[src/sv/vctc_pkg.sv]
// Shared types, widths and helpers for the viewport crop and triangle cull block.
// Depends on nothing; every other file imports it.
`default_nettype none

package vctc_pkg;

    // Coordinate range that results saturate to (signed bits, capped at the port width)
    localparam int COORD_WIDTH = 32;
    localparam int OUT_W       = 32;
    localparam int SAT_W       = (COORD_WIDTH > OUT_W) ? OUT_W :
                                 ((COORD_WIDTH < 2) ? 2 : COORD_WIDTH);

    // Register field widths
    localparam int SZ_W  = 15;
    localparam int ORG_W = 24;
    localparam int MRG_W = 22;
    localparam int CFG_W = 24;
    localparam int IDX_W = 3;

    // Source offset plus one (Q16) and the remap datapath widths
    localparam int ONE_Q16 = 65536;
    localparam int AX_W    = OUT_W + 1;            // X + 1.0, 1.0 - Y
    localparam int MPY_W   = AX_W + SZ_W + 1;      // times source size
    localparam int NUM_W   = 52;                   // 2n + d, signed
    localparam int DEN_W   = SZ_W + 1;             // 2d
    localparam int DIV_CNT_W = $clog2(NUM_W);

    // Cull products: coordinate times crop size
    localparam int PRD_W = OUT_W + SZ_W + 1;

    // Queue between front and back
    localparam int QDEPTH = 4;
    localparam int QP_W   = $clog2(QDEPTH);

    // Register indexes
    localparam logic [IDX_W-1:0] REG_SRC_W  = 3'd0;
    localparam logic [IDX_W-1:0] REG_SRC_H  = 3'd1;
    localparam logic [IDX_W-1:0] REG_CROP_X = 3'd2;
    localparam logic [IDX_W-1:0] REG_CROP_Y = 3'd3;
    localparam logic [IDX_W-1:0] REG_CROP_W = 3'd4;
    localparam logic [IDX_W-1:0] REG_CROP_H = 3'd5;
    localparam logic [IDX_W-1:0] REG_MARGIN = 3'd6;

    // Vertex slot within a triangle
    localparam logic [1:0] SLOT_FIRST = 2'd0;
    localparam logic [1:0] SLOT_LAST  = 2'd2;

    localparam logic signed [NUM_W:0] SAT_HI =
        (NUM_W+1)'((64'sd1 <<< (SAT_W - 1)) - 64'sd1);
    localparam logic signed [NUM_W:0] SAT_LO = -SAT_HI - 1;

    typedef struct packed {
        logic [SZ_W-1:0]         src_w;
        logic [SZ_W-1:0]         src_h;
        logic signed [ORG_W-1:0] crop_x;
        logic signed [ORG_W-1:0] crop_y;
        logic [SZ_W-1:0]         crop_w;   // never zero
        logic [SZ_W-1:0]         crop_h;   // never zero
        logic [MRG_W-1:0]        margin;
    } t_cfg;

    typedef struct packed {
        logic signed [NUM_W-1:0] nx;       // 2n + d for x
        logic signed [NUM_W-1:0] ny;       // 2n + d for y
        logic [1:0]              slot;
    } t_vtx_num;

    typedef struct packed {
        logic signed [OUT_W-1:0] y;
        logic signed [OUT_W-1:0] x;
    } t_vtx;

    function automatic logic signed [OUT_W-1:0] sat(input logic signed [NUM_W:0] v);
        logic signed [NUM_W:0] r;
        begin
            r = v;
            if (v > SAT_HI) begin
                r = SAT_HI;
            end else if (v < SAT_LO) begin
                r = SAT_LO;
            end
            sat = OUT_W'(r);
        end
    endfunction

endpackage

`default_nettype wire

[src/sv/vctc_fifo.sv]
// Short queue of remap numerators between front and back.
// Depends on vctc_pkg.
`default_nettype none

module vctc_fifo
    import vctc_pkg::*;
(
    input  wire           i_clk,
    input  wire           i_rst_n,
    input  wire           i_push,
    output logic          o_full,
    input  wire t_vtx_num i_data,
    input  wire           i_pop,
    output logic          o_empty,
    output t_vtx_num      o_data
);

    t_vtx_num          r_mem [QDEPTH];
    logic [QP_W-1:0]   r_wr, r_rd;
    logic [QP_W:0]     r_cnt;
    logic              do_push, do_pop;

    always_comb begin
        o_full  = (r_cnt == (QP_W+1)'(QDEPTH));
        o_empty = (r_cnt == '0);
        do_push = i_push && !o_full;
        do_pop  = i_pop && !o_empty;
    end

    always_ff @(posedge i_clk) begin
        if (!i_rst_n) begin
            r_wr  <= '0;
            r_rd  <= '0;
            r_cnt <= '0;
        end else begin
            if (do_push) begin
                r_wr <= r_wr + 1'b1;
            end
            if (do_pop) begin
                r_rd <= r_rd + 1'b1;
            end
            if (do_push && !do_pop) begin
                r_cnt <= r_cnt + 1'b1;
            end else if (do_pop && !do_push) begin
                r_cnt <= r_cnt - 1'b1;
            end
        end
    end

    always_ff @(posedge i_clk) begin
        if (do_push) begin
            r_mem[r_wr] <= i_data;
        end
    end

    assign o_data = r_mem[r_rd];

endmodule

`default_nettype wire

[config.mk]
export PLATFORM = sky130hd
export DESIGN_NAME = vctc_fifo
export DESIGN_NICKNAME = d
export VERILOG_FILES = /design/src/sv/vctc_pkg.sv /design/src/sv/vctc_fifo.sv
export SDC_FILE = /design/constraint.sdc
export NUM_CORES = 1
export LEC_CHECK = 0
export BUFFER_PORTS_ARGS = -buffer_cell sky130_fd_sc_hd__buf_2
export CORE_ASPECT_RATIO = 0.8
export CORE_MARGIN = 2
export CORE_UTILIZATION = 55
export CTS_CLUSTER_SIZE = 12
export DETAILED_ROUTE_END_ITERATION = 6
export PLACE_DENSITY = 0.74
export SETUP_SLACK_MARGIN = 0.5
export SYNTH_ARGS = -nofsm -noshare
export SYNTH_HDL_FRONTEND = slang
export SYNTH_SLANG_ARGS = --single-unit
[constraint.sdc]
create_clock -name i_clk -period 5.3 [get_ports i_clk]
set_clock_uncertainty 0.05 [all_clocks]
set_input_delay 0.795 -clock i_clk [delete_from_list [all_inputs] [get_ports i_clk]]
set_output_delay 0.795 -clock i_clk [all_outputs]
set_load 0.01 [all_outputs]
# Word level (Yosys, flattened, before mapping)
# Memory sizes are Yosys's and may differ from the RTL's. A register that Yosys moved wholly into a read port is not among the register bits.
# Index checks and enable logic that the tools add are counted.
[op_classes]
eq_ne = 1
add_sub_neg = 4
muxes = 6
n_reduce_logical = 10
[ops]
columns = ["op", "n"]
rows = [
  ["3-bit two-way mux", 2],
  ["2-bit by 1-bit adder with 2-bit output, second input constant", 2],
  ["1-bit logical AND", 4],
  ["1-bit logical NOT", 4],
  ["2-bit two-way mux", 2],
  ["3-bit by 1-bit adder with 3-bit output, second input constant", 1],
  ["3-bit == test, second input constant", 1],
  ["3-bit logical NOT", 1],
  ["3-bit by 1-bit subtractor with 3-bit output, second input constant", 1],
  ["1-bit two-way mux", 2],
  ["2-bit nonzero test", 1],
]
[totals]
inputBits = 110
output_inout_bits = 108
ff_bits = 7
memories = 1
elab_cells = 25
ramBits = 424
[mem_list]
columns = ["memory", "words", "word_bits", "read_ports", "rd_ports_with_merged_regs", "write_ports", "line", "rtl"]
rows = [
  ["r_mem", 4, 106, 1, 1, 1, "vctc_fifo.sv:18", "t_vtx_num r_mem [QDEPTH];"],
]

# Logic depth before layout (Yosys ltp)
[logic_depth]
word_depth = 7
mapped_depth = 9
mapped_depth_nobuf = 8

# Worst setup path before layout
# No wires, ideal clock.
[synth_timing]
path_type = "in2reg"
start = "in i_push"
end = "mem r_mem[0][0] in the netlist's numbering, enable pin"
setup_slack_ps = 1145
t_required_ps = 4773
path_buffers = 1
t_arrival_ps = 3628
setup_time_ps = 477
cell_stages = 3
cell_sequence = "nor2b_1 > clkbuf_1 > and2_1"
[synth_via]
elab_chain_len = 3
[synth_rtl]
columns = ["element", "line", "rtl"]
rows = [
  ["start: declaration", "vctc_fifo.sv:10", "input wire i_push,"],
  ["1-bit logical AND", "vctc_fifo.sv:26", "do_push = i_push && !o_full;"],
  ["named net do_push", "vctc_fifo.sv:21", "logic do_push, do_pop;"],
  ["1-bit two-way mux", "vctc_fifo.sv:51", "if (do_push) begin"],
  ["1-bit two-way mux (implied by the code)", "vctc_fifo.sv:52", "r_mem[r_wr] <= i_data;"],
  ["end: declaration", "vctc_fifo.sv:18", ""],
]
# The timed path passes the listed nets, and every way through them passes these cells.

==> run summary <==
Register bit total from synthesis = 433
Placer congestion estimate = 0.731
Post-synth top area cell = edfxtp_1
Drt initial violations = 526
Nets = 962
Xor/xnor cell area share of the yosys netlist = 0.00222
Maximum fanout along the worst path = 39
Most numerous cell in the Yosys netlist = edfxtp_1
Post-synthesis sequential area ratio = 0.819
Share of cells above drive strength 1 = 0.442
DP Cell Count = 1,172
Clk_lat worst skew = 0.52 ns
DR vias = 7,075
Final WL = 29,200 um
Root buffer cell = clkbuf_16
Clk sinks = 433
Req. time, crit path = 4.45 ns
Max-Cap Viols = 0
First-pass GRT wire length = 44,900 um
Post-Synth Adder-Cell Area = 0.00524
Die Y = 155 um
# IOs = 218
Num rows = 55
Fmax = 0.277 GHz
Leak pwr = 0.00613 uW
Clock Tree Buf Depth = 3
Unrepaired setup endpoints after global routing = false
Die X = 193 um
CTS tree = yes
Relative slew slack = 0.287
Mean post-synth cell area = 26.2 sq um
Final Hold Fails = 0
Least-Margin Pin Slew = 1.07 ns
Post-DP HPWL = 17,800 um
Hold_ws = 0.431 ns
Max-slew violations = 0
FFs w/ async S/R, synth = 0
Cells after Synth = 602
Synthesized area = 0.0158 sq mm
Pre-CTS setup slack = 2.05 ns
Post-synth cell types = 24
Wirelength per Cell = 23.5 um
Setup violators final = 0
Post-CTS Setup Inserts = 0
Yosys top cell area share = 0.808
Core footprint = 0.0282 sq mm
Final ANT Viol Nets = 0
Number of global-route vias before repair = 7,647
Comb pwr share = 0.220
P_int = 6620 uW
Syn Nets = 718
Via density = 5.69
Most frequent cells after synthesis = 424 x edfxtp_1, 106 x mux4_2, 12 x buf_2, 9 x dfxtp_1
Warning count from the yosys run = 0
Period utilization = 0.681
Synth Area in Compound Gates = 0.00183
Cts hold-fix bufs = 0
CP Class = reg -> out
Final TNS setup = 0 ns
WP data arrival = 2.76 ns
Ys flop type = edfxtp_1
VDD IR max = 353 uV
Worst setup slack after layout = 1.69 ns
Synth Area in Simple Gates = 0.00611
Top post-synthesis cells by area = edfxtp_1 81%, mux4_2 15%, dfxtp_1 1.1%
Port Buffers = 217
Switching part of the total power = 0.259
Psw = 2310 uW
Worst min path class = in -> reg
Largest family of logic cells by synthesized area = multiplexers
Startpoint Class = register
Clock share of power = 0.294
Sequential power share = 0.486
Reg clk slew, reported paths = 0.06 ns
Total CTS buffers = 42
GRT overflow = 0
Status = complete, no violations
Initial core utilization = 0.559
Residual DRC count = 0
Antenna violations before repair = 9
H-tree Lvls = 2
Min Tclk post-route = 3.61 ns
Multiplexer share of the synthesized area = 0.153
Cell Pwr Density = 484 mW/mm^2
Largest net degree at the start of global routing = 70
Synthesis-to-layout area growth = 17.1%
Gr usage total = 0.198
Finished Layout Cells = 1,243
Die area = 0.0300 sq mm
Post-synth EDFFs = 424
Setup crit end kind = output port
DRT Pass-1 Iters = 4
Fin util = 0.654
Post-CTS sizing = 0
-- sequential cells by signal (all words and copies together) (netlist names), named ones only --
register  count
r_rd          2
r_wr          2
r_mem       424
r_cnt         3
-- cell families (layout without fill, tap and decap cells) --
logic type      after synthesis  count (layout)
mux                         109             109
flops                       433             433
fa+ha+maj                     6               6
xor+xnor                      4               4
other cells                   0               6
simple gates                 17              17
compound gates                4               4
buf+inv                      29             294
-- per-layer routing --
metal,part of all wire,track usage,vias to the layer above
li1,-,-,3079
met1,0.41,0.268,3677
met2,0.49,0.321,257
met3,0.080,0.0585,56
met4,0.018,0.0509,6
met5,0.0014,0,-
-- power by group through the flow --
stage                     Clock (uW)  Combinational [uW]  Sequential [uW]
after floorplan                    0                1400             4320
after global placement             0                1950             4390
after detailed placement           0                2000             4420
after CTS                       2680                2010             4350
after global routing            2810                2120             4390
final                           2630                1970             4340
-- worst paths after layout --
check	startpoint	end	slack [ns]	cells after the start
worst max register to register	r_cnt[0]$_SDFFE_PN0P_	r_mem[2][52]$_DFFE_PP_	2.38	4
worst min register to register	r_wr[1]$_SDFFE_PN0P_	r_wr[1]$_SDFFE_PN0P_	0.47	2
worst max-delay path	register	o_data[31]	1.69	3
worst min-delay path	i_data[21]	r_mem[1][21]$_DFFE_PP_	0.43	1
-- placed cells by master, fill, tap and decap left out, types with 2 or more instances in the layout --
master / count
and2_4: 4
buf_2: 217
dfxtp_4: 2
dfxtp_1: 7
nand2_1: 4
buf_4: 5
mux4_2: 106
nor2b_1: 2
diode_2: 6
edfxtp_1: 424
buf_12: 4
and2_1: 4
clkbuf_16: 43
ha_1: 5
xnor2_1: 3
inv_1: 3
mux2i_1: 3
clkbuf_1: 19
-- critical path, stage by stage (launching register included) --
cell     delay [ns]
dfxtp_4        0.88
buf_4          0.57
mux4_2         0.60
buf_2          0.16
-- per-stage QoR --
step           power (uW)  instance area [sq um]
2_1_floorplan        5710                  15800
3_3_place_gp         6340                  17300
3_5_place_dp         6420                  17300
4_1_cts              9040                  18400
5_1_grt              9310                  18400
6_report             8940                  18500
-- cell type report --
type | count | area (sq um)
fill | 1846 | 9760
clock inverter | 2 | 12.5
inverter | 3 | 11.3
clock buffer | 63 | 1160
tap | 370 | 463
antenna | 6 | 15.0
timing repair buffer | 226 | 1200
sequential | 433 | 12900
multi-input combinational | 140 | 2670
Note: power is estimated with default switching activity, not from simulation.
