$ cat src/sv/vctc_pkg.sv
// Shared types, widths and helpers for the viewport crop and triangle cull block.
// Depends on nothing; every other file imports it.
`default_nettype none

package vctc_pkg;

    // Coordinate range that results saturate to (signed bits, capped at the port width)
    localparam int COORD_WIDTH = 32;
    localparam int OUT_W       = 32;
    localparam int SAT_W       = (COORD_WIDTH > OUT_W) ? OUT_W :
                                 ((COORD_WIDTH < 2) ? 2 : COORD_WIDTH);

    // Register field widths
    localparam int SZ_W  = 15;
    localparam int ORG_W = 24;
    localparam int MRG_W = 22;
    localparam int CFG_W = 24;
    localparam int IDX_W = 3;

    // Source offset plus one (Q16) and the remap datapath widths
    localparam int ONE_Q16 = 65536;
    localparam int AX_W    = OUT_W + 1;            // X + 1.0, 1.0 - Y
    localparam int MPY_W   = AX_W + SZ_W + 1;      // times source size
    localparam int NUM_W   = 52;                   // 2n + d, signed
    localparam int DEN_W   = SZ_W + 1;             // 2d
    localparam int DIV_CNT_W = $clog2(NUM_W);

    // Cull products: coordinate times crop size
    localparam int PRD_W = OUT_W + SZ_W + 1;

    // Queue between front and back
    localparam int QDEPTH = 4;
    localparam int QP_W   = $clog2(QDEPTH);

    // Register indexes
    localparam logic [IDX_W-1:0] REG_SRC_W  = 3'd0;
    localparam logic [IDX_W-1:0] REG_SRC_H  = 3'd1;
    localparam logic [IDX_W-1:0] REG_CROP_X = 3'd2;
    localparam logic [IDX_W-1:0] REG_CROP_Y = 3'd3;
    localparam logic [IDX_W-1:0] REG_CROP_W = 3'd4;
    localparam logic [IDX_W-1:0] REG_CROP_H = 3'd5;
    localparam logic [IDX_W-1:0] REG_MARGIN = 3'd6;

    // Vertex slot within a triangle
    localparam logic [1:0] SLOT_FIRST = 2'd0;
    localparam logic [1:0] SLOT_LAST  = 2'd2;

    localparam logic signed [NUM_W:0] SAT_HI =
        (NUM_W+1)'((64'sd1 <<< (SAT_W - 1)) - 64'sd1);
    localparam logic signed [NUM_W:0] SAT_LO = -SAT_HI - 1;

    typedef struct packed {
        logic [SZ_W-1:0]         src_w;
        logic [SZ_W-1:0]         src_h;
        logic signed [ORG_W-1:0] crop_x;
        logic signed [ORG_W-1:0] crop_y;
        logic [SZ_W-1:0]         crop_w;   // never zero
        logic [SZ_W-1:0]         crop_h;   // never zero
        logic [MRG_W-1:0]        margin;
    } t_cfg;

    typedef struct packed {
        logic signed [NUM_W-1:0] nx;       // 2n + d for x
        logic signed [NUM_W-1:0] ny;       // 2n + d for y
        logic [1:0]              slot;
    } t_vtx_num;

    typedef struct packed {
        logic signed [OUT_W-1:0] y;
        logic signed [OUT_W-1:0] x;
    } t_vtx;

    function automatic logic signed [OUT_W-1:0] sat(input logic signed [NUM_W:0] v);
        logic signed [NUM_W:0] r;
        begin
            r = v;
            if (v > SAT_HI) begin
                r = SAT_HI;
            end else if (v < SAT_LO) begin
                r = SAT_LO;
            end
            sat = OUT_W'(r);
        end
    endfunction

endpackage

`default_nettype wire

$ cat src/sv/vctc_front.sv
// Front end: accepts vertices, tags each with its triangle slot and forms the
// remap numerators. Depends on vctc_pkg.
`default_nettype none

module vctc_front
    import vctc_pkg::*;
(
    input  wire                    i_clk,
    input  wire                    i_rst_n,
    input  wire t_cfg              i_cfg,
    input  wire                    i_push,
    output logic                   o_full,
    input  wire signed [OUT_W-1:0] i_vertex_x,
    input  wire signed [OUT_W-1:0] i_vertex_y,
    input  wire                    i_first_of_draw,
    output logic                   o_q_push,
    input  wire                    i_q_full,
    output t_vtx_num               o_q_data
);

    logic                    r_s1_vld, r_s2_vld;
    logic [1:0]              r_phase;
    logic signed [AX_W-1:0]  r_ax, r_ay;
    logic [1:0]              r_slot1;
    t_vtx_num                r_num;

    logic                    s1_rdy, s2_rdy, acc;
    logic [1:0]              p_cur;
    logic signed [MPY_W-1:0] prod_x, prod_y;
    logic signed [NUM_W-1:0] px, py, cxs, cys, n_nx, n_ny;

    always_comb begin
        s2_rdy = !r_s2_vld || !i_q_full;
        s1_rdy = !r_s1_vld || s2_rdy;
        o_full = !s1_rdy;
        acc    = i_push && s1_rdy;
        // first_of_draw drops any partial triangle
        p_cur  = i_first_of_draw ? SLOT_FIRST : r_phase;
    end

    always_comb begin
        prod_x = r_ax * $signed({1'b0, i_cfg.src_w});
        prod_y = r_ay * $signed({1'b0, i_cfg.src_h});
        px     = NUM_W'(prod_x);
        py     = NUM_W'(prod_y);
        cxs    = NUM_W'(i_cfg.crop_x);
        cys    = NUM_W'(i_cfg.crop_y);
        n_nx   = ((px - (cxs <<< 9)) <<< 1) + $signed(NUM_W'({1'b0, i_cfg.crop_w}));
        n_ny   = ((py - (cys <<< 9)) <<< 1) + $signed(NUM_W'({1'b0, i_cfg.crop_h}));
    end

    always_ff @(posedge i_clk) begin
        if (!i_rst_n) begin
            r_s1_vld <= 1'b0;
            r_s2_vld <= 1'b0;
            r_phase  <= SLOT_FIRST;
        end else begin
            if (acc) begin
                r_phase <= (p_cur == SLOT_LAST) ? SLOT_FIRST : p_cur + 2'd1;
            end
            if (s1_rdy) begin
                r_s1_vld <= i_push;
            end
            if (s2_rdy) begin
                r_s2_vld <= r_s1_vld;
            end
        end
    end

    always_ff @(posedge i_clk) begin
        if (acc) begin
            r_ax    <= AX_W'(i_vertex_x) + AX_W'(ONE_Q16);
            r_ay    <= AX_W'(ONE_Q16) - AX_W'(i_vertex_y);
            r_slot1 <= p_cur;
        end
        if (s2_rdy && r_s1_vld) begin
            r_num.nx   <= n_nx;
            r_num.ny   <= n_ny;
            r_num.slot <= r_slot1;
        end
    end

    assign o_q_push = r_s2_vld;
    assign o_q_data = r_num;

endmodule

`default_nettype wire

$ cat config.mk
export PLATFORM = sky130hd
export DESIGN_NAME = vctc_front
export DESIGN_NICKNAME = d
export VERILOG_FILES = /design/src/sv/vctc_pkg.sv /design/src/sv/vctc_front.sv
export SDC_FILE = /design/constraint.sdc
export NUM_CORES = 2
export LEC_CHECK = 0
export BUFFER_PORTS_ARGS = -buffer_cell sky130_fd_sc_hd__buf_2
export CORE_ASPECT_RATIO = 1.25
export CORE_MARGIN = 5
export CORE_UTILIZATION = 65
export DETAILED_ROUTE_END_ITERATION = 12
export HOLD_SLACK_MARGIN = 0.05
export PLACE_DENSITY = 0.87
export SLEW_MARGIN = 20
export SYNTH_ARGS = -nofsm -noshare
export SYNTH_HDL_FRONTEND = slang
export SYNTH_SLANG_ARGS = --single-unit
$ cat constraint.sdc
create_clock -name i_clk -period 14.9 [get_ports i_clk]
set_clock_uncertainty 0.1 [all_clocks]
set_input_delay 2.98 -clock i_clk [delete_from_list [all_inputs] [get_ports i_clk]]
set_output_delay 2.98 -clock i_clk [all_outputs]
set_load 0.005 [all_outputs]
## Yosys cells after proc, flatten, opt, wreduce, memory -nomap -nowiden

Index checks and enable logic that the tools add are counted.
Widths: inputs -> output; s select.

| word-level totals | value |
|---|---|
| latch bits | 0 |
| register bits after elaboration | 178 |
| input port bits | 199 |
| logic and storage cells | 29 |
| memory bits (read-only) | 0 |
| output and inout port bits | 108 |
| memories kept | 0 |
| bits in writable memories | 0 |

| operators by class | value |
|---|---|
| bitwise gates (word level) | 0 |
| shift-type cells | 0 |
| reductions and logical operators | 8 |
| $add $sub $neg | 7 |
| div/mod/pow operators | 0 |
| muxes and demuxes | 2 |
| multiply operators | 2 |
| order comparisons | 0 |
| equality and inequality tests | 1 |

Operators by type and width:

| operator | number |
|---|---|
| $add 51x16->52 | 2 |
| $sub 49x33->50 | 2 |
| $mul 33x16->49 | 2 |
| $add 32x18->33 const B | 1 |
| $sub 18x32->33 const A | 1 |
| $logic_not 1->1 | 4 |
| $mux 2 | 2 |
| $add 2x1->2 const B | 1 |
| $eq 2x2->1 const B | 1 |
| $logic_and 1x1->1 | 2 |
| $logic_or 1x1->1 | 2 |

## Depth between registers and ports, before layout

| depth | value |
|---|---|
| depth in word-level cells | 4 |
| gate-level depth with buffers | 30 |
| gate-level depth less buffers | 29 |

## Worst setup path after synthesis

No wires, ideal clock.

| timing path | value |
|---|---|
| path kind | input to register |
| start | input port i_q_full |
| end | register r_num (netlist bit o_q_data[0]) (enable) |
| setup slack | 3412 ps |
| path buffers | 0 |
| setup time | 731 ps |
| arrival | 10657 ps |
| required time | 14069 ps |
| stages on the path | 1 |
| cell sequence | a21boi_0 |

| between the ends | value |
|---|---|
| word-level cells in the longest chain between the ends | 3 |

Ends and longest elaborated chain:

| what | RTL line | RTL |
|---|---|---|
| start, declared | vctc_front.sv:17 | `input wire i_q_full,` |
| $logic_not 1->1 | vctc_front.sv:33 | `s2_rdy = !r_s2_vld \|\| !i_q_full;` |
| $logic_or 1x1->1 | vctc_front.sv:33 |  |
| $logic_and 1x1->1 | vctc_front.sv:76 | `if (s2_rdy && r_s1_vld) begin` |
| end, declared | vctc_front.sv:25 | `t_vtx_num r_num;` |

Every way passes these cells.
A chain may end at the register's enable or synchronous reset.

## Worst setup path in the final report

| timing path | value |
|---|---|
| start | input port i_cfg[117] in the netlist's numbering |
| end | register r_num (netlist bit o_q_data[105]) (data pin) |

| between the ends | value |
|---|---|
| word-level cells in the longest chain between the ends | 3 |

Ends and longest elaborated chain:

| what | RTL line | RTL |
|---|---|---|
| start, declared | vctc_front.sv:10 | `input wire t_cfg i_cfg,` |
| $mul 33x16->49 | vctc_front.sv:42 | `prod_x = r_ax * $signed({1'b0, i_cfg.src_w});` |
| $sub 49x33->50 | vctc_front.sv:48 | `n_nx = ((px - (cxs <<< 9)) <<< 1) + $signed(NUM_W'({1'b0, i_cfg.crop_w}));` |
| $add 51x16->52 | vctc_front.sv:48 |  |
| named net n_nx[51] | vctc_front.sv:30 | `logic signed [NUM_W-1:0] px, py, cxs, cys, n_nx, n_ny;` |

The timed path passes the listed nets, and every way through them passes these cells.

==> results.sh <==
export IMPL_status="finished clean"
export IMPL_route_met2_wl_um=63600
export IMPL_dieArea_um2=78000
export IMPL_fin_nets=6723
export IMPL_post_cts_buffers=0
export IMPL_cts_buffers=17
export IMPL_relSlewSlack=0.302
export IMPL_die_width_um=251
export IMPL_hp_class="flip-flop to flip-flop"
export IMPL_ys_ff_latch=178
export IMPL_rsz0062_at_grt="false"
export IMPL_syn_nets=6619
export IMPL_min_path_cells=0
export IMPL_final_layout_size_suffix_gt1_frac=0.0701
export IMPL_drtIter0Drc=2713
export IMPL_fin_util=0.690
export IMPL_maxCapViolations=0
export IMPL_via_per_inst=5.93
export IMPL_cts_hold_buf=0
export IMPL_area_growth_syn_to_layout_pct=5.41
export IMPL_r2r_start="r_ax[4]"
export IMPL_tritoncts="yes"
export IMPL_antenna_found_initial=8
export IMPL_final_cells=6208
export IMPL_crit_arrival_ns=11.94
export IMPL_post_route_min_period_ns=11.76
export IMPL_ios=307
export IMPL_worst_pin_slew_ns=1.05
export IMPL_min_delay_worst_endpoint="o_q_data[1]"
export IMPL_m1WireLength_um=40600
export IMPL_yosys_warnings=0
export IMPL_track_usage=0.337
export IMPL_drt_total_wl_um=128000
export IMPL_path_class="primary input to flip-flop"
export IMPL_reg2reg_depth=29
export IMPL_netlist_instances=5136
export IMPL_min_period_over_period=0.790
export IMPL_drc=0
export IMPL_crit_path_top_delay_cell="a2111oi_0"
export IMPL_critPathMaxFanout=33
export IMPL_nFillCells=5207
export IMPL_dp_hpwl_um=99600
export IMPL_synth_edf_count=174
export IMPL_cp_required_ns=15.07
export IMPL_grt_pass1_wl_um=208000
export IMPL_synth_async_sr_flop_share=0
export IMPL_reg2reg_slack_ns=5.49
export IMPL_die_y_um=311
export IMPL_num_rows=110
export IMPL_multi_input_area_um2=36500
export IMPL_wl_per_cell_um=20.6
export IMPL_clk_pin_slew_ns=0.10
export IMPL_top_layer_used="met5"
export IMPL_avgSynthCellArea_um2=9.18
export IMPL_grt_max_degree=77
export IMPL_worstHoldStart="r_slot1[1]"
export IMPL_portBuffers=284
export IMPL_post_cts_resized=0
export IMPL_initial_core_util=0.655
export IMPL_ant_nets=0
export IMPL_drt_pass1_iterations=8
export IMPL_num_vias=36842
export IMPL_htreeDepth=4
export IMPL_clk_latency_ns=0.53
export IMPL_synth_distinct_cells=91
export IMPL_setup_tns_ns=0
export IMPL_end_kind="flip-flop"
export IMPL_finalHoldViolations=0
export IMPL_dpl_cell_count=6173
export IMPL_fmax_ghz=0.0850
export IMPL_yosysSeqAreaShare=0.113
export IMPL_clock_sinks=178
export IMPL_grt_overflow=0
export IMPL_finalSetupViolCount=0
export IMPL_regArea_um2=5310
export IMPL_grt_pass1_vias=41538
export IMPL_met3WireLength_um=12400
export IMPL_cp_start_kind="primary input"
export IMPL_clk_path_buf_depth=2
export IMPL_cts_root_buffer_cell="clkbuf_16"
export IMPL_slew_violations=0
export IMPL_place_congestion=0.960
export IMPL_core_um2=72000
export IMPL_slowest_delay_ns=0.85
export IMPL_synth_ff_type="edfxtp_1"
export IMPL_r2r_end="o_q_data[105]"
export IMPL_syn_area_um2=47100
==> cells in the mapped netlist, types with 5 or more instances <==
master	instances	area share
a2111oi_0	7	0.0013
a211oi_1	21	0.0033
o21ai_0	82	0.0087
a21boi_0	7	0.0011
nor3_1	49	0.0052
fa_1	1028	0.44
a21oi_1	139	0.015
or2_2	6	0.00080
nand3b_1	10	0.0016
o21a_1	23	0.0037
and2_1	389	0.052
xor2_1	69	0.013
mux2i_1	6	0.0013
nor2b_1	25	0.0033
nand4_1	46	0.0061
or3_1	13	0.0017
a21o_1	53	0.0084
and3_1	21	0.0028
o21bai_1	18	0.0029
nor2_1	104	0.0083
buf_2	6	0.00064
nor4_2	5	0.0013
nand3_1	52	0.0055
nand2b_1	16	0.0021
o31ai_1	7	0.0011
clkbuf_1	202	0.016
xnor2_1	138	0.026
a211o_1	5	0.00093
o211ai_1	8	0.0013
o31a_1	6	0.0011
nor4_1	22	0.0029
edfxtp_1	174	0.11
inv_1	1221	0.097
ha_1	256	0.068
nor3b_1	6	0.00096
nand2_1	762	0.061
and4_1	19	0.0035
a31oi_1	14	0.0019
o21ai_1	6	0.00064
==> kinds of logic (layout without fill, tap and decap cells) <==
family	Yosys count	count (layout)	synth area share
AOI/OAI and AO/OA	460	460	0.0646
xor gates and xnor gates	207	207	0.0385
adders and majority gates	1284	1284	0.505
buffers and inverters	1430	1547	0.114
DFF	178	178	0.113
muxes	9	9	0.00199
other	0	3	0
and+or+nand+nor	1568	1568	0.164
==> layer usage <==
metal / track usage / vias to the layer above
met3: 0.0820 / 763
met1: 0.367 / 18259
met4: 0.234 / 4
met5: 0 / -
met2: 0.578 / 2077
li1: - / 15739
==> sequential cells by signal, summed over array words and instances (netlist names) <==
signal	cells
o_q_data	106
r_ax	33
r_ay	33
r_phase	2
r_slot1	2
o_q_push	1
r_s1_vld	1
==> per-stage QoR <==
step	cell area [µm²]	hold slack (ns)	worst slack [ns]
floorplan	47100	0.300	3.41
global placement	49000	0.304	3.11
detailed placement	49000	0.324	2.79
CTS	49700	0.332	3.35
global route	49700	0.343	2.77
finish	49700	0.329	3.14
==> how the worst max path moves through the flow <==
stage	from	end	slack, ns	cells after the start
6_report	i_cfg[117]	o_q_data[105]	3.14	29
5_1_grt	i_cfg[117]	o_q_data[101]	2.77	29
4_1_cts	i_cfg[117]	o_q_data[105]	3.35	29
3_5_place_dp	i_cfg[117]	o_q_data[105]	2.79	29
3_3_place_gp	i_cfg[117]	o_q_data[105]	3.11	29
2_1_floorplan	i_q_full	o_q_data[0]	3.41	1
==> area by class of cell <==
| type | instances | share of cell area |
|---|---|---|
| antenna | 3 | 0.000151 |
| clock buffer | 17 | 0.00856 |
| clock inverter | 15 | 0.00438 |
| inverter | 1221 | 0.0923 |
| multi-input combinational | 3528 | 0.734 |
| sequential | 178 | 0.107 |
| tap | 952 | 0.0240 |
| timing repair buffer | 294 | 0.0301 |
==> layout by cell type (no fill, tap or decap), types with 6 or more instances in the layout <==
master and instances:
buf_4 10, a21boi_0 6, or3_1 13, ha_1 256, o21ai_0 82, edfxtp_1 174, nand2b_1 16, a2111oi_0 7
a21o_1 53, o21ai_1 6, buf_2 284, mux2i_1 6, o31a_1 6, o211ai_1 8, o31ai_1 7, fa_1 1028
and2_1 389, xor2_1 69, and3_1 21, xnor2_1 138, nand3b_1 10, o21bai_1 18, nor4_1 22, nand3_1 52
nor3_1 49, or2_2 6, clkbuf_16 17, inv_1 1220, a211oi_1 21, nand4_1 46, a31oi_1 14, nor2_1 104
nand2_1 762, and4_1 19, nor2b_1 25, o21a_1 23, a21oi_1 139, nor3b_1 6
==> worst max-delay path, delay by kind of cell <==
kind            cells  cell delay [ns]
simple gates       10             2.55
fa+ha+maj           8             3.55
xor+xnor            1             0.19
buf+inv             6             0.90
compound gates      4             1.70
Power is not shown: default switching activity piles up to over one toggle a cycle in this logic, so the estimate is an artifact.
